### src/hdl/bdt_pkg.sv
//------------------------------------------------------------------------------
// bdt_pkg
// Shared constants, types and helpers for the binomial 2:1 reduction block.
//------------------------------------------------------------------------------
`default_nettype none

package bdt_pkg;

    localparam int SAMPLE_BITS = 24;
    localparam int MAX_WIDTH   = 1024;
    localparam int MAX_HEIGHT  = 1024;
    localparam int SIZE_BITS   = 11;
    localparam int COL_BITS    = $clog2(MAX_WIDTH);
    localparam int ROW_BITS    = $clog2(MAX_HEIGHT);
    localparam int COLSUM_BITS = SAMPLE_BITS + 2;
    localparam int TOTAL_BITS  = SAMPLE_BITS + 5;
    localparam int WORD_BITS   = 2 * SAMPLE_BITS;
    localparam int FIFO_DEPTH  = 4;
    localparam int FIFO_PTR    = $clog2(FIFO_DEPTH);
    localparam int FIFO_CNT    = FIFO_PTR + 1;
    localparam logic [SIZE_BITS-1:0] MIN_SIZE = SIZE_BITS'(3);

    typedef enum logic {
        REG_SOURCE_WIDTH  = 1'b0,
        REG_SOURCE_HEIGHT = 1'b1
    } cfg_reg_t;

    typedef struct packed {
        logic [COL_BITS-1:0] col;
        logic                row_odd;
        logic                row_is_one;
        logic                last_row;
        logic                last_col;
        logic                col_odd;
        logic                col_is_one;
    } pos_ctrl_t;

    typedef struct packed {
        logic                          s1_valid;
        logic                          s2_valid;
    } pipe_busy_t;

    typedef struct packed {
        logic signed [SAMPLE_BITS-1:0] value;
        logic                          end_of_row;
        logic                          end_of_frame;
    } out_beat_t;

    function automatic logic [SIZE_BITS-1:0] clamp_size(
        input logic [SIZE_BITS-1:0] v,
        input logic [SIZE_BITS-1:0] hi
    );
        logic [SIZE_BITS-1:0] r;
        begin
            if (v < MIN_SIZE) begin
                r = MIN_SIZE;
            end else if (v > hi) begin
                r = hi;
            end else begin
                r = v;
            end
            return r;
        end
    endfunction

endpackage

`default_nettype wire

### src/hdl/bdt_filter.sv
//------------------------------------------------------------------------------
// bdt_filter
// Column sums from the line store, horizontal window and rounded output.
//------------------------------------------------------------------------------
`default_nettype none

module bdt_filter (
    input  wire logic                                  aclk,
    input  wire logic                                  aresetn,
    input  wire logic                                  restart,
    input  wire logic                                  in_valid,
    input  wire bdt_pkg::pos_ctrl_t                    in_ctrl,
    input  wire logic signed [bdt_pkg::SAMPLE_BITS-1:0] in_sample,
    input  wire logic [bdt_pkg::WORD_BITS-1:0]         rd_data,
    output logic                                       wr_en,
    output logic      [bdt_pkg::COL_BITS-1:0]          wr_addr,
    output logic      [bdt_pkg::WORD_BITS-1:0]         wr_data,
    output logic                                       push,
    output bdt_pkg::out_beat_t                         push_beat,
    output bdt_pkg::pipe_busy_t                        busy
);

    localparam int SB  = bdt_pkg::SAMPLE_BITS;
    localparam int CSB = bdt_pkg::COLSUM_BITS;
    localparam int TB  = bdt_pkg::TOTAL_BITS;

    // stage 1: line store data arrives
    logic                  s1_valid_reg;
    bdt_pkg::pos_ctrl_t    s1_ctrl_reg;
    logic signed [SB-1:0]  s1_sample_reg;

    logic signed [CSB-1:0] win0_reg, win1_reg;

    // stage 2: horizontal sum and rounding
    logic                  s2_valid_reg;
    logic                  s2_odd_reg;
    logic                  s2_eor_reg;
    logic                  s2_eof_reg;
    logic signed [CSB-1:0] s2_left_reg, s2_w0_reg, s2_cs_reg;

    logic signed [SB-1:0]  above, mid;
    logic signed [CSB-1:0] above_x, mid_x, s_x, colsum;
    logic                  row_emit, col_emit;
    logic signed [TB-1:0]  left_t, w0_t, cs_t, total, biased;

    always_ff @(posedge aclk) begin
        if (!aresetn || restart) begin
            s1_valid_reg <= 1'b0;
        end else begin
            s1_valid_reg <= in_valid;
        end
    end

    always_ff @(posedge aclk) begin
        if (in_valid) begin
            s1_ctrl_reg   <= in_ctrl;
            s1_sample_reg <= in_sample;
        end
    end

    always_comb begin
        mid     = rd_data[2*SB-1:SB];
        above   = rd_data[SB-1:0];
        if (s1_ctrl_reg.row_is_one) begin
            above = mid;
        end
        above_x = {{(CSB-SB){above[SB-1]}}, above};
        mid_x   = {{(CSB-SB){mid[SB-1]}}, mid};
        s_x     = {{(CSB-SB){s1_sample_reg[SB-1]}}, s1_sample_reg};
        if (s1_ctrl_reg.row_odd) begin
            colsum   = above_x + (mid_x <<< 1) + s_x;
            row_emit = 1'b1;
        end else if (s1_ctrl_reg.last_row) begin
            colsum   = mid_x + (s_x <<< 1) + s_x;
            row_emit = 1'b1;
        end else begin
            colsum   = '0;
            row_emit = 1'b0;
        end
        col_emit = s1_ctrl_reg.col_odd | s1_ctrl_reg.last_col;
    end

    // {row r-1, row r-2} <- {new sample, old row r-1}
    assign wr_en   = s1_valid_reg;
    assign wr_addr = s1_ctrl_reg.col;
    assign wr_data = {s1_sample_reg, mid};

    always_ff @(posedge aclk) begin
        if (!aresetn || restart) begin
            win0_reg <= '0;
            win1_reg <= '0;
        end else if (s1_valid_reg) begin
            win1_reg <= win0_reg;
            win0_reg <= colsum;
        end
    end

    always_ff @(posedge aclk) begin
        if (!aresetn || restart) begin
            s2_valid_reg <= 1'b0;
        end else begin
            s2_valid_reg <= s1_valid_reg & row_emit & col_emit;
        end
    end

    always_ff @(posedge aclk) begin
        if (s1_valid_reg) begin
            s2_left_reg <= s1_ctrl_reg.col_is_one ? win0_reg : win1_reg;
            s2_w0_reg   <= win0_reg;
            s2_cs_reg   <= colsum;
            s2_odd_reg  <= s1_ctrl_reg.col_odd;
            s2_eor_reg  <= s1_ctrl_reg.last_col;
            s2_eof_reg  <= s1_ctrl_reg.last_col & s1_ctrl_reg.last_row;
        end
    end

    always_comb begin
        left_t = {{(TB-CSB){s2_left_reg[CSB-1]}}, s2_left_reg};
        w0_t   = {{(TB-CSB){s2_w0_reg[CSB-1]}}, s2_w0_reg};
        cs_t   = {{(TB-CSB){s2_cs_reg[CSB-1]}}, s2_cs_reg};
        if (s2_odd_reg) begin
            total = left_t + (w0_t <<< 1) + cs_t;
        end else begin
            total = w0_t + (cs_t <<< 1) + cs_t;
        end
        biased = total + TB'(8);
    end

    // floor((sum + 8) / 16)
    assign push                   = s2_valid_reg;
    assign push_beat.value        = biased[SB+3:4];
    assign push_beat.end_of_row   = s2_eor_reg;
    assign push_beat.end_of_frame = s2_eof_reg;

    assign busy.s1_valid = s1_valid_reg;
    assign busy.s2_valid = s2_valid_reg;

endmodule

`default_nettype wire

### config.mk
export PLATFORM = sky130hd
export DESIGN_NAME = bdt_filter
export DESIGN_NICKNAME = d
export VERILOG_FILES = /design/src/hdl/bdt_pkg.sv /design/src/hdl/bdt_filter.sv
export SDC_FILE = /design/constraint.sdc
export NUM_CORES = 1
export LEC_CHECK = 0
export ABC_AREA = 0
export ABC_CLOCK_PERIOD_IN_PS = 5900
export CAP_MARGIN = 20
export CORE_ASPECT_RATIO = 0.7
export CORE_MARGIN = 1.5
export CORE_UTILIZATION = 65
export DETAILED_ROUTE_END_ITERATION = 7
export DONT_BUFFER_PORTS = 1
export PLACE_DENSITY = 0.81
export SETUP_SLACK_MARGIN = 0.3
export SLEW_MARGIN = 20
export SYNTH_ARGS = -nofsm -noshare
export SYNTH_HDL_FRONTEND = slang
export SYNTH_SLANG_ARGS = --single-unit
### constraint.sdc
create_clock -name aclk -period 5.9 [get_ports aclk]
set_clock_uncertainty 0.2 [all_clocks]
set_input_delay 0.295 -clock aclk [delete_from_list [all_inputs] [get_ports aclk]]
set_output_delay 0.295 -clock aclk [all_outputs]
set_load 0.005 [all_outputs]
==> summary.md <==
| Metric | Value |
|---|---|
| Outcome | `complete, no violations` |
| TNS Setup | `0 ns` |
| Post-synth EDFFs | `~120` |
| IO Count | `180` |
| Cells after synthesis | `~1300` |
| Die Height | `about 130 um` |
| Final hold vios | `0` |
| Die ar. | `between 20000 and 25000 um^2` |
| Final Cycle Share | `91.7%` |
| Share of cells above drive strength 1 | `9.15%` |
| Design Area, Final | `between 15000 and 20000 um^2` |
| Die Wd | `between 150 and 200 um` |
| R2r setup slk | `~0.8 ns` |
| Fillers | `between 1500 and 2000` |
| Final Slew Violations | `0` |
| Post-synthesis sequential area ratio | `roughly 33%` |
| Maximum vdd drop | `between 0.0002 and 0.00025 V` |
| CP cell instances | `fa_1 -> ha_1 -> o21ai_0 -> a22oi_1 -> a211oi_1 -> o21ai_1 -> a2111oi_1 -> nor3b_1 -> or3_1 -> o21ai_0 -> nand4b_1 -> xnor2_1` |
| Distinct cell type count after synthesis | `85` |
| Buffers added on ports | `0` |
| Post-synthesis register bit count | `approximately 180` |
| Worst r2r src | `s1_ctrl_reg[4]$_DFFE_PP_` |
| Clk root buf | `clkbuf_16` |
| RSZ-0062 raised after global routing | `no` |
| Post-route ant nets | `0` |
| Hold_sp | `in_valid` |
| Combinational share of power | `between 40% and 50%` |
| Hold path cells | `1` |
| CTS tree | `yes` |
| Max clock buf depth | `2` |
| Dpl hpwl | `between 20000 and 30000 um` |
| Final core occ | `a little under three quarters` |
| Synth-to-layout area growth | `7.35%` |
| Mean Syn Cell Area | `between 10 and 15 um^2` |
| # rows | `45` |
| Wire length per cell | `about 21 um` |
| Top achievable clock speed | `around 180 MHz` |
| First-pass GRT wire length | `54200 um` |
| Setup Viol. Count Final | `0` |
| # DRC | `0` |
| Power share of the sequential group | `between 30% and 40%` |
| Data arrival, critical path | `around 4.9 ns` |
| Number of global-route vias before repair | `between 10000 and 15000` |
| FF-to-FF End | `win0_reg[22]$_SDFFE_PP0P_` |
| Initial antenna violation count | `0` |
| Setup ws final | `~0.49 ns` |
| Cell Pwr Density | `~300 nW/um^2` |
| Detailed router's first-iteration violation count | `843` |
| Htree depth | `4` |
| Worst hold path endpoint | `s1_sample_reg[11]$_DFFE_PP_` |
| Crit path time final | `roughly 5.4 ns` |
| HP Class | `in -> reg` |
| Element type at the critical path start | `flip-flop` |
| Reg2reg path depth | `15` |
| Gr usage total | `between 20 and 30%` |
| Clk_lat worst skew | `around 0.43 ns` |
| Largest net degree at the start of global routing | `80` |
| Via/cell ratio | `~6.4` |
| CP max-delay cell | `a2111oi_1` |
| Drt pass-1 iters | `5` |
| Syn Nets | `between 1500 and 2000` |
| Static Leakage | `5.85 nW` |
| CTS Buf Count | `17` |
| CP Max Fanout | `3` |
| Worst-Margin Slew | `between 1 and 1.5 ns` |
| Most used cell, CP | `o21ai_0` |
| Rel. slew slack | `between 20 and 30%` |
| Post-CTS setup repair buffer count | `0` |
| Int Pwr | `about 0.0029 W` |
| Max-cap viol count | `0` |
| Max incr delay on CP | `around 0.7 ns` |
| # clock sinks | `between 150 and 200` |
| Core Region | `around 22000 um^2` |
| Syn. warnings | `0` |
| GRT Residual Overflow | `0` |
| Critical Path RT | `approximately 5.4 ns` |
| Placed inst area | `between 10000 and 15000 um^2` |
| Main synth FF type | `edfxtp_1` |
| Synth async-reset ratio | `0%` |
| Post-Syn Area | `~14000 um^2` |
| Synth top area cells | `edfxtp_1 (26%), fa_1 (14%), ha_1 (9.0%)` |
| Initial Util | `roughly two thirds` |
| Final hold slack | `roughly 0.023 ns` |
| Post-synth top area cell | `edfxtp_1` |
| Switching power share of the total | `between 30% and 40%` |
| # nets final | `~1600` |
| GP Congestion | `roughly 0.92` |
| ANT cells | `0` |
| Clk network pwr share | `approximately a quarter` |
| Vias | `10300` |
| Wirelength, routed | `~33000 um` |
| NetSw | `roughly 0.0018 W` |
| WS Path Type | `reg -> out` |
| Dpl ws | `~0.89 ns` |
| Worst Setup End Kind | `primary output` |
| Yosys top cell area share | `between 20% and 30%` |
| Clock transition at path regs | `~0.080 ns` |
## per-layer routing
metal	global-route usage, %	vias up	wire (um)	share of wire [%]
met1	43.5	4997	15400	46
met5	0	-	0	0
li1	-	4862	-	-
met3	6.03	33	2640	7.9
met4	6.37	0	383	1.1
met2	46.2	457	14900	45
## logic make-up after synthesis
| family | share of synthesized area [%] |
|---|---|
| muxes | 7.48 |
| buffers and inverters | 4.33 |
| adders and majority gates | 23.0 |
| DFF | 33.1 |
| AOI/OAI and AO/OA | 15.3 |
| xor gates and xnor gates | 5.17 |
| and+or+nand+nor | 11.5 |
## final cells by class
cell class	count	area [um^2]	share of cell area, %
flip-flops and latches	175	4720	30.9
well taps	282	353	2.31
clock buffers	17	425	2.78
multi-input cells	1032	8920	58.4
repair buffers	48	478	3.13
clock inverters	15	209	1.37
inverters	47	176	1.15
## how the worst max path moves through the flow
stage | slack (ns) | from | end
finish | 0.49 | s2_cs_reg[3]$_DFFE_PP_ | push_beat[25]
global route | 0.33 | s2_cs_reg[3]$_DFFE_PP_ | push_beat[25]
CTS | 0.45 | s2_cs_reg[4]$_DFFE_PP_ | push_beat[22]
detailed placement | 0.89 | s1_ctrl_reg[4]$_DFFE_PP_ | win0_reg[22]$_SDFFE_PP0P_
global placement | 1.06 | s1_ctrl_reg[4]$_DFFE_PP_ | win0_reg[22]$_SDFFE_PP0P_
floorplan | 1.41 | s1_ctrl_reg[4]$_DFFE_PP_ | win0_reg[22]$_SDFFE_PP0P_
## metrics by stage
step	total power (W)	cells
floorplan	0.00301	1332
global placement	0.00336	1541
detailed placement	0.00342	1541
CTS	0.00463	1616
global route	0.00493	1616
finish	0.00466	1616
## worst max-delay path: cells and delay by family, from the launching register on
family / cells / cell delay [ns]
flops: 1 / 0.51
compound gates: 6 / 2.12
fa+ha+maj: 2 / 0.82
simple gates: 3 / 0.77
xor+xnor: 1 / 0.25
## cell usage after synthesis, types with 31 or more instances
cell / count
dfxtp_1: 54
clkbuf_1: 31
edfxtp_1: 121
mux2i_1: 49
nor2_1: 105
buf_4: 38
xnor2_1: 58
o21ai_0: 63
ha_1: 102
inv_1: 46
mux2_2: 51
nand2_1: 69
fa_1: 100
a21oi_1: 73
## placed cells by master (no fill, tap or decap), types with 8 or more instances in the layout
cell	count
nor2b_1	8
a21o_1	25
o21bai_1	12
inv_1	46
nor2_1	105
o21a_1	26
nand2b_1	10
a211oi_1	11
o211ai_1	11
nand2_1	69
mux2i_1	49
edfxtp_1	121
dlygate4sd3_1	42
and2_1	8
a31oi_1	12
o31ai_1	9
clkbuf_16	17
ha_1	102
nand3_1	25
nor3_1	26
mux2_2	51
or3_1	9
xnor2_1	58
fa_1	100
dfxtp_1	53
and3_1	15
nand4_1	10
xor2_1	26
o21ai_0	63
a21oi_1	73
## power by group through the flow
stage               sequential (W)  combinational, W  clock, W
floorplan                  0.00147           0.00154         0
global placement           0.00149           0.00187         0
detailed placement         0.00150           0.00192         0
CTS                        0.00147           0.00197   0.00119
global route               0.00148           0.00222   0.00123
finish                     0.00147           0.00202   0.00117
## timing repair
item,in CTS,in global routing
resized for setup,0,5
setup endpoints to repair,0,4
hold endpoints to repair,83,0
hold buffers,43,0
No activity file was read; power rests on OpenSTA's default activity.
