===== config.mk =====
export PLATFORM = sky130hd
export DESIGN_NAME = bdt_out_fifo
export DESIGN_NICKNAME = d
export VERILOG_FILES = /design/src/hdl/bdt_pkg.sv /design/src/hdl/bdt_out_fifo.sv
export SDC_FILE = /design/constraint.sdc
export NUM_CORES = 1
export LEC_CHECK = 0
export BUFFER_PORTS_ARGS = -buffer_cell sky130_fd_sc_hd__buf_4
export CAP_MARGIN = 20
export CELL_PAD_IN_SITES_DETAIL_PLACEMENT = 1
export CELL_PAD_IN_SITES_GLOBAL_PLACEMENT = 1
export CORE_UTILIZATION = 49
export DETAILED_ROUTE_END_ITERATION = 7
export GPL_TIMING_DRIVEN = 1
export PLACE_DENSITY_LB_ADDON = 0.12
export SYNTH_ARGS = -nofsm -noshare
export SYNTH_HDL_FRONTEND = slang
export SYNTH_SLANG_ARGS = --single-unit

===== constraint.sdc =====
create_clock -name aclk -period 2.55 [get_ports aclk]
set_input_delay 0.1275 -clock aclk [delete_from_list [all_inputs] [get_ports aclk]]
set_output_delay 0.1275 -clock aclk [all_outputs]
set_load 0.03 [all_outputs]

===== src/hdl/bdt_pkg.sv =====
//------------------------------------------------------------------------------
// bdt_pkg
// Shared constants, types and helpers for the binomial 2:1 reduction block.
//------------------------------------------------------------------------------
`default_nettype none

package bdt_pkg;

    localparam int SAMPLE_BITS = 24;
    localparam int MAX_WIDTH   = 1024;
    localparam int MAX_HEIGHT  = 1024;
    localparam int SIZE_BITS   = 11;
    localparam int COL_BITS    = $clog2(MAX_WIDTH);
    localparam int ROW_BITS    = $clog2(MAX_HEIGHT);
    localparam int COLSUM_BITS = SAMPLE_BITS + 2;
    localparam int TOTAL_BITS  = SAMPLE_BITS + 5;
    localparam int WORD_BITS   = 2 * SAMPLE_BITS;
    localparam int FIFO_DEPTH  = 4;
    localparam int FIFO_PTR    = $clog2(FIFO_DEPTH);
    localparam int FIFO_CNT    = FIFO_PTR + 1;
    localparam logic [SIZE_BITS-1:0] MIN_SIZE = SIZE_BITS'(3);

    typedef enum logic {
        REG_SOURCE_WIDTH  = 1'b0,
        REG_SOURCE_HEIGHT = 1'b1
    } cfg_reg_t;

    typedef struct packed {
        logic [COL_BITS-1:0] col;
        logic                row_odd;
        logic                row_is_one;
        logic                last_row;
        logic                last_col;
        logic                col_odd;
        logic                col_is_one;
    } pos_ctrl_t;

    typedef struct packed {
        logic                          s1_valid;
        logic                          s2_valid;
    } pipe_busy_t;

    typedef struct packed {
        logic signed [SAMPLE_BITS-1:0] value;
        logic                          end_of_row;
        logic                          end_of_frame;
    } out_beat_t;

    function automatic logic [SIZE_BITS-1:0] clamp_size(
        input logic [SIZE_BITS-1:0] v,
        input logic [SIZE_BITS-1:0] hi
    );
        logic [SIZE_BITS-1:0] r;
        begin
            if (v < MIN_SIZE) begin
                r = MIN_SIZE;
            end else if (v > hi) begin
                r = hi;
            end else begin
                r = v;
            end
            return r;
        end
    endfunction

endpackage

`default_nettype wire


===== src/hdl/bdt_out_fifo.sv =====
//------------------------------------------------------------------------------
// bdt_out_fifo
// Small result queue that decouples the filter from output stalls.
//------------------------------------------------------------------------------
`default_nettype none

module bdt_out_fifo (
    input  wire logic                          aclk,
    input  wire logic                          aresetn,
    input  wire logic                          push,
    input  wire bdt_pkg::out_beat_t            push_beat,
    output logic                               out_valid,
    input  wire logic                          out_ready,
    output bdt_pkg::out_beat_t                 out_beat,
    output logic [bdt_pkg::FIFO_CNT-1:0]       count
);

    bdt_pkg::out_beat_t                mem [bdt_pkg::FIFO_DEPTH];
    logic [bdt_pkg::FIFO_PTR-1:0]      wr_ptr_reg, rd_ptr_reg;
    logic [bdt_pkg::FIFO_CNT-1:0]      count_reg;
    logic                              pop;

    assign out_valid = (count_reg != '0);
    assign pop       = out_valid & out_ready;
    assign out_beat  = mem[rd_ptr_reg];
    assign count     = count_reg;

    always_ff @(posedge aclk) begin
        if (push) begin
            mem[wr_ptr_reg] <= push_beat;
        end
    end

    always_ff @(posedge aclk) begin
        if (!aresetn) begin
            wr_ptr_reg <= '0;
            rd_ptr_reg <= '0;
            count_reg  <= '0;
        end else begin
            if (push) begin
                wr_ptr_reg <= wr_ptr_reg + 1'b1;
            end
            if (pop) begin
                rd_ptr_reg <= rd_ptr_reg + 1'b1;
            end
            if (push && !pop) begin
                count_reg <= count_reg + 1'b1;
            end else if (pop && !push) begin
                count_reg <= count_reg - 1'b1;
            end
        end
    end

endmodule

`default_nettype wire


==> results_dict.tcl, run 1 <==
set metrics [dict create \
    numClockSinks 113 \
    ys_seq_area_frac 0.7742 \
    grtUsageTotal 0.2006 \
    vias 2086 \
    clockRootBuffer "clkbuf_8" \
    finalWirelength_mm 8.075 \
    area_delta_synth_final_pct 34.08 \
    finalHoldViolCount 0 \
    leakage_nw 2.038 \
    synth_compound_area_frac 0.01173 \
    ys_ff_latch 113 \
    finClkSkew_ns 0.005801 \
    status "completed" \
    synthesis.nets 214 \
    grt_pass1_wl_mm 12.50 \
    pwr_density_cell_mw_per_mm2 1052 \
    rsz0062_at_grt "false" \
    diodes 0 \
    drv_cap 0 \
    synth_top_family_by_area "multiplexers" \
    die_w_um 95.32 \
    hold_class "in2reg" \
    clk_path_buf_depth 2 \
    wl_per_cell_um 20.09 \
    die_h_um 95.32 \
    io_pins 60 \
    ys_warn_count 0 \
    crit_fanout 16 \
    synth_area_mm2 0.004267 \
    ys_types 21 \
    postCtsSetupBuffers 0 \
    firstDrtPassIters 4 \
    dp_worst_setup_slack_ns 0.4377 \
    initial_core_util 0.5116 \
    crit_path_end_kind "output pin" \
    nets 320 \
    synth_xor_area_frac 0.01026 \
    ir_worst_vdd_v 0.0006021 \
    largest_reg_flops 104 \
    drc 0 \
    cts_made_buffers 17 \
    post-route-period-util 0.8885 \
    tightest_slew_ns 0.6615 \
    clk_latency_ns 0.49 \
    first_global_vias 2424 \
    netlist_instances 178 \
    die_area_mm2 0.009085 \
    fmax_mhz 441.4 \
    synth_mux_area_frac 0.1472 \
    slew_violations 0 \
    dp_hpwl_mm 5.004 \
    port_buffers 59 \
    grt_max_degree 20 \
    required_ns 2.42 \
    antenna_found_initial 0 \
    setup_viol 0 \
    num_rows 33 \
    crit_arrival_ns 2.14 \
    drtAntennaViolNets 0 \
    finalCriticalPeriod_ns 2.266 \
    synth.avg_cell_area_um2 23.97 \
    drive_gt1_frac 0.3939 \
    p_total_w 0.006020 \
    fin_ws_ns 0.2843 \
    path_class "reg2out" \
    first_iter_violations 119 \
    core_area_mm2 0.008341 \
    start_kind "flop" \
    cts_tree "done" \
    grt_overflow 0 \
    htree_levels 4 \
    yosys.area_share.simple 0.01906 \
    synthAdderAreaFrac 0.01935 \
    max_slew_margin 0.5590 \
    avgViaCountPerCell 5.189 \
    layout_commonest_cell "edfxtp_1" \
    fin_setup_tns_ns 0 \
    place.gp.congestion 0.6565 \
    clk_pin_slew_ns 0.05 \
    layout_common_cells "edfxtp_1 (104), buf_4 (62), dlygate4sd3_1 (28)" \
    whs_ns 0.1062 \
    ctsResizeCount 0 \
]
synthesized netlist by cell type:
library cell | count | share of area
buf_6 | 1 | 0.0026
edfxtp_1 | 104 | 0.73
mux4_2 | 20 | 0.11
o21ai_0 | 1 | 0.0012
clkbuf_2 | 1 | 0.0012
ha_1 | 5 | 0.015
a21boi_0 | 1 | 0.0018
inv_1 | 3 | 0.0026
buf_2 | 2 | 0.0023
or3_1 | 2 | 0.0029
mux2i_1 | 2 | 0.0047
o31ai_4 | 1 | 0.0050
mux4_1 | 6 | 0.037
o311ai_2 | 1 | 0.0038
xnor2_1 | 3 | 0.0062
dfxtp_1 | 9 | 0.042
fa_1 | 1 | 0.0047
buf_12 | 2 | 0.0094
and2_1 | 9 | 0.013
xor2_1 | 2 | 0.0041
nor2b_1 | 2 | 0.0029
power by group:
part	internal (W)	switching, W
combinational	0.000695	0.000768
sequential	0.00215	0.000135
clock	0.00148	0.000786
total	0.00433	0.00169
worst max-delay path: stages, from the launching register on:
cell and delay (ns):
dfxtp_2 0.60, buf_12 0.24, mux4_1 0.60, buf_4 0.19
path summary, 6_finish.rpt:
kind	start	end	slack, ns	depth (start not counted)
setup / recovery	flop	out_beat[17]	0.28	3
hold / removal	out_ready	flop	0.11	4
setup reg to reg	count[1]	count[2]	0.43	7
hold reg to reg	rd_ptr_reg[1]	rd_ptr_reg[1]	0.59	2
per-layer routing:
metal  part of all wire  up-vias  global-route usage
met5                  0        -                   0
met4             0.0080        0             0.08586
met3              0.025        9             0.05502
met2               0.58       43              0.3655
met1               0.39     1081              0.2172
li1                   -      953                   -
logic make-up (layout without fill, tap and decap cells):
kind of cell    Yosys count  count (layout)
flops                   113             113
mux                      28              28
simple gates             13              13
buf+inv                   9             128
fa+ha+maj                 6               6
xor+xnor                  5               5
compound gates            4               4
metrics by stage:
| stage | area, um^2 | cells | util |
|---|---|---|---|
| 4_1_cts | 5720 | 402 | 0.6859 |
| 3_5_place_dp | 4858 | 342 | 0.5825 |
| 5_1_grt | 5720 | 402 | 0.6859 |
| 2_1_floorplan | 4267 | 178 | - |
| 3_3_place_gp | 4858 | 342 | 0.5825 |
| 6_report | 5720 | 402 | 0.6859 |
what timing repair did:
| action | in CTS | in global routing |
|---|---|---|
| setup endpoints to repair | 0 | 0 |
| hold endpoints to repair | 113 | 0 |
| hold buffers | 28 | 0 |
cell type report:
| class | count | area (um^2) |
|---|---|---|
| sequential | 113 | 3304 |
| fill | 684 | 2620 |
| multi-input combinational | 56 | 885.9 |
| timing repair buffer | 93 | 805.8 |
| clock buffer | 18 | 417.9 |
| clock inverter | 14 | 163.9 |
| tap | 105 | 131.4 |
| inverter | 3 | 11.26 |
(Power assumes the default switching activity.)
==> run 2, diff against run 1 <==
CORE_UTILIZATION = 44   (was 49)
PLACE_DENSITY = 0.84   (was unset)
PLACE_DENSITY_LB_ADDON = unset   (was 0.12)
clock period = 1.92 ns   (was 2.55 ns; I/O delays follow)
==> results_dict.tcl, run 2 (synthesis gave the netlist of run 1 again) <==
set metrics [dict create \
    pwr_density_cell_mw_per_mm2 1429 \
    initial_core_util 0.4574 \
    drtAntennaViolNets 0 \
    drc 0 \
    power_frac_clock 0.358 \
    setup_viol 0 \
    cts_made_buffers 17 \
    clk_path_buf_depth 2 \
    avgViaCountPerCell 4.954 \
    die_w_um 100.5 \
    nets 328 \
    first_global_vias 2469 \
    port_buffers 59 \
    htree_levels 4 \
    finalHoldViolCount 0 \
    wl_per_cell_um 20.96 \
    first_iter_violations 51 \
    p_sw_w 0.002405 \
    area_delta_synth_final_pct 39.79 \
    max_slew_margin 0.5668 \
    hold_class "in2reg" \
    layout_common_cells "edfxtp_1 (104), buf_4 (41), dlygate4sd3_1 (28)" \
    grt_max_degree 27 \
    p_int_w 0.006119 \
    finalCriticalPeriod_ns 1.919 \
    io_pins 60 \
    reg2reg_slack_ns 0.09 \
    place.gp.congestion 0.6865 \
    path_class "reg2out" \
    diodes 0 \
    antenna_found_initial 0 \
    slew_violations 0 \
    die_area_mm2 0.01009 \
    rsz0062_at_grt "true" \
    p_sw_frac 0.2821 \
    placed_area_mm2 0.004917 \
    status "completed" \
    ir_worst_vdd_v 0.0007517 \
    clk_latency_ns 0.51 \
    firstDrtPassIters 6 \
    layout_commonest_cell "edfxtp_1" \
    crit_fanout 7 \
    core_area_mm2 0.009328 \
    fillers 783 \
    start_kind "flop" \
    grt_overflow 0 \
    largest_reg_flops 104 \
    grtUsageTotal 0.1974 \
    fin_setup_tns_ns 0 \
    crit_arrival_ns 1.82 \
    p_comb_frac 0.291 \
    numClockSinks 113 \
    cts_tree "done" \
    finClkSkew_ns 0.007022 \
    drive_gt1_frac 0.4492 \
    dp_hpwl_mm 4.996 \
    multi_input_area_um2 868.3 \
    register_area_mm2 0.003318 \
    drv_cap 0 \
    pwr-share-seq 0.351 \
    grt_pass1_wl_mm 13.66 \
    leakage_nw 2.104 \
    vias 2150 \
    required_ns 1.82 \
    clk_pin_slew_ns 0.05 \
    finalWirelength_mm 9.096 \
    tightest_slew_ns 0.6498 \
    stdcell_area_mm2 0.005964 \
    clockRootBuffer "clkbuf_8" \
    crit_path_end_kind "output pin" \
    post-route-period-util 0.9997 \
    fmax_mhz 521.0 \
    die_h_um 100.5 \
    num_rows 35 \
]
-- run 2: layer usage --
| metal | global-route usage | up-vias | part of all wire |
|---|---|---|---|
| li1 | - | 967 | - |
| met1 | 0.2277 | 1114 | 0.40 |
| met2 | 0.3467 | 58 | 0.56 |
| met3 | 0.05895 | 11 | 0.026 |
| met4 | 0.07692 | 0 | 0.012 |
| met5 | 0 | - | 0 |
-- run 2: cell type report --
cell class / instances / area share
Timing Repair Buffer: 101 / 0.1712
Sequential cell: 113 / 0.5563
Clock buffer: 19 / 0.07069
Multi-Input combinational cell: 56 / 0.1456
Clock inverter: 13 / 0.02727
Tap cell: 129 / 0.02706
Inverter: 3 / 0.001888
-- run 2: what timing repair did --
item                                   4_1_cts  5_1_grt
hold buffers                                28        0
cloned                                       2        1
resized for setup                           31        5
setup buffers                                3        0
endpoints found under the hold margin      113        0
pin swaps                                    2        2
setup endpoints to repair                   17       22
-- run 2: power by group through the flow --
stage                     Sequential, W  Clock (W)  Combinational [W]
after detailed placement        0.00300          0            0.00205
after floorplan                 0.00303          0            0.00139
after CTS                       0.00299    0.00308            0.00242
after global placement          0.00299          0            0.00200
after global routing            0.00300    0.00321            0.00263
final                           0.00299    0.00306            0.00248
-- run 2: worst paths after layout --
path                 start            end  cells past startpoint
max                   flop   out_beat[20]                      3
min              out_ready           flop                      4
max reg2reg       count[1]       count[2]                      7
min reg2reg  wr_ptr_reg[1]  wr_ptr_reg[1]                      2
-- run 2: critical path, stage by stage, from the launching register on --
cell and delay (ns):
dfxtp_4 0.44, buf_12 0.16, mux4_2 0.55, buf_6 0.16
-- run 2: stage by stage --
stage	power (W)	util	instances	setup WS, ns	hold slack [ns]
floorplan	0.004424	-	178	0.008079	0.1949
global placement	0.004986	0.5272	368	0.03591	0.2960
detailed placement	0.005054	0.5272	368	-0.02866	0.3025
CTS	0.008486	0.6349	433	-0.01619	0.05420
global route	0.008841	0.6394	434	-0.05376	0.05196
finish	0.008524	0.6394	434	0.0006118	0.07119
==> run 3, diff against run 2 <==
CORE_MARGIN = 10   (was unset)
PLACE_DENSITY = unset   (was 0.84)
PLACE_DENSITY_LB_ADDON = 0.1   (was unset)
==> results_dict.tcl, run 3 (synthesis gave the netlist of run 1 again) <==
set metrics [dict create \
    status "completed" \
    grtUsageMet2 0.1992 \
    drc 0 \
    busiest_layer "met2" \
    nets 328 \
    drive_gt1_frac 0.4492 \
    crit_slowest_cell "dfxtp_4" \
    grt_overflow 0 \
    path_class "reg2reg" \
    finalCriticalPeriod_ns 1.885 \
    required_ns 2.36 \
    r2r-start "count[2]" \
    grtUsageMet3 0.05950 \
    layout_common_cells "edfxtp_1 (104), buf_4 (56), dlygate4sd3_1 (28)" \
    avgViaCountPerCell 4.836 \
    cts_made_buffers 17 \
    grt_max_degree 27 \
    pwr_density_cell_mw_per_mm2 1414 \
    die_area_mm2 0.01404 \
    vias 2099 \
    clk_path_buf_depth 2 \
    largest_reg_flops 104 \
    hold_class "in2reg" \
    instances_no_fill 434 \
    finClkSkew_ns 0.01150 \
    crit_arrival_ns 2.33 \
    io_pins 60 \
    drtAntennaViolNets 0 \
    die_h_um 118.5 \
    clockRootBuffer "clkbuf_8" \
    crit_path_end_kind "flop" \
    setup_viol 0 \
    grtUsageTotal 0.1320 \
    core_area_mm2 0.009328 \
    initial_core_util 0.4574 \
    die_w_um 118.5 \
    place.gp.congestion 0.6492 \
    fmax_mhz 530.6 \
    wl_per_cell_um 19.79 \
    leakage_nw 2.074 \
    rsz0062_at_grt "true" \
    place_inst 372 \
    finalHoldViolCount 0 \
    grtUsageMet1 0.1616 \
    tightest_slew_ns 0.4064 \
    fin_util 0.6303 \
    clk_latency_ns 0.52 \
    first_iter_violations 113 \
    post-route-period-util 0.9816 \
    max_stage_delay_ns 0.34 \
    hold_start "out_ready" \
    port_buffers 59 \
    finalWirelength_mm 8.591 \
    ir_worst_vdd_v 0.0007778 \
    slew_violations 0 \
    area_delta_synth_final_pct 37.80 \
    cts_tree "done" \
    num_rows 35 \
    fillers 805 \
    first_global_vias 2401 \
    antenna_found_initial 0 \
    dp_hpwl_mm 4.960 \
    htree_levels 4 \
    drv_cap 0 \
    grt_pass1_wl_mm 14.11 \
    crit_fanout 2 \
    path_cells "o31ai_4, ha_2, inv_1, fa_2, xor2_1, or3_1, a21boi_1" \
    diodes 0 \
    firstDrtPassIters 4 \
    numClockSinks 113 \
    max_slew_margin 0.7291 \
    start_kind "flop" \
    clk_pin_slew_ns 0.06 \
    cp-startpoint "count[2]" \
    layout_commonest_cell "edfxtp_1" \
    p_total_w 0.008315 \
]
==> run 3: worst max-delay path, delay by kind of cell (launching register included) <==
kind / cells / cell delay (ns)
adder cells (fa/ha/maj): 2 / 0.55
AO/OA/AOI/OAI: 2 / 0.38
flip-flops: 1 / 0.34
AND/OR/NAND/NOR: 1 / 0.31
XOR/XNOR: 1 / 0.16
buffers and inverters: 1 / 0.06
==> run 3: final timing paths <==
check / to / slack [ns] / cells after the start
setup / recovery: count[2] / 0.04 / 7
hold / removal: rd_ptr_reg[1] / 0.09 / 4
hold reg to reg: wr_ptr_reg[1] / 0.58 / 2
setup reg to reg: count[2] / 0.04 / 7
==> run 3: what timing repair did <==
item | 4_1_cts | 5_1_grt
endpoints found under the hold margin | 113 | 0
setup buffers | 1 | 1
endpoints found under the setup margin | 22 | 22
hold buffers | 28 | 0
pin swaps | 1 | 1
gates resized for setup | 11 | 18
==> run 3: report_power, final <==
part	switching [W]	total [W]	internal, W
registers	0.000100	0.00298	0.00288
logic	0.00116	0.00228	0.00112
clock network	0.00109	0.00306	0.00197
==> run 3: cell type report <==
class	count	area (um^2)	share of cell area
Inverter	3	11.26	0.001915
Clock inverter	13	162.7	0.02767
Multi-Input combinational cell	56	868.3	0.1477
Sequential cell	113	3318	0.5644
Clock buffer	19	421.7	0.07172
Timing Repair Buffer	101	935.9	0.1592
Tap cell	129	161.4	0.02745
==> run 3: stage by stage <==
stage                       TNS, ns  instance area (um^2)  worst slack [ns]  hold WS, ns
final                             0                  5879           0.03541      0.08551
after global routing        -0.1696                  5879          -0.05495      0.09205
after CTS                 -0.002551                  5816         -0.001721      0.05734
after detailed placement  -0.001583                  4935         -0.001583       0.3001
after global placement            0                  4935           0.04464       0.2981
after floorplan                   0                  4280          0.008079       0.1949
==> run 3: routing by layer <==
layer	vias up	routed length, um
met1	1066	3769
met3	11	399
li1	972	-
met4	0	119
met2	50	4302
met5	-	0
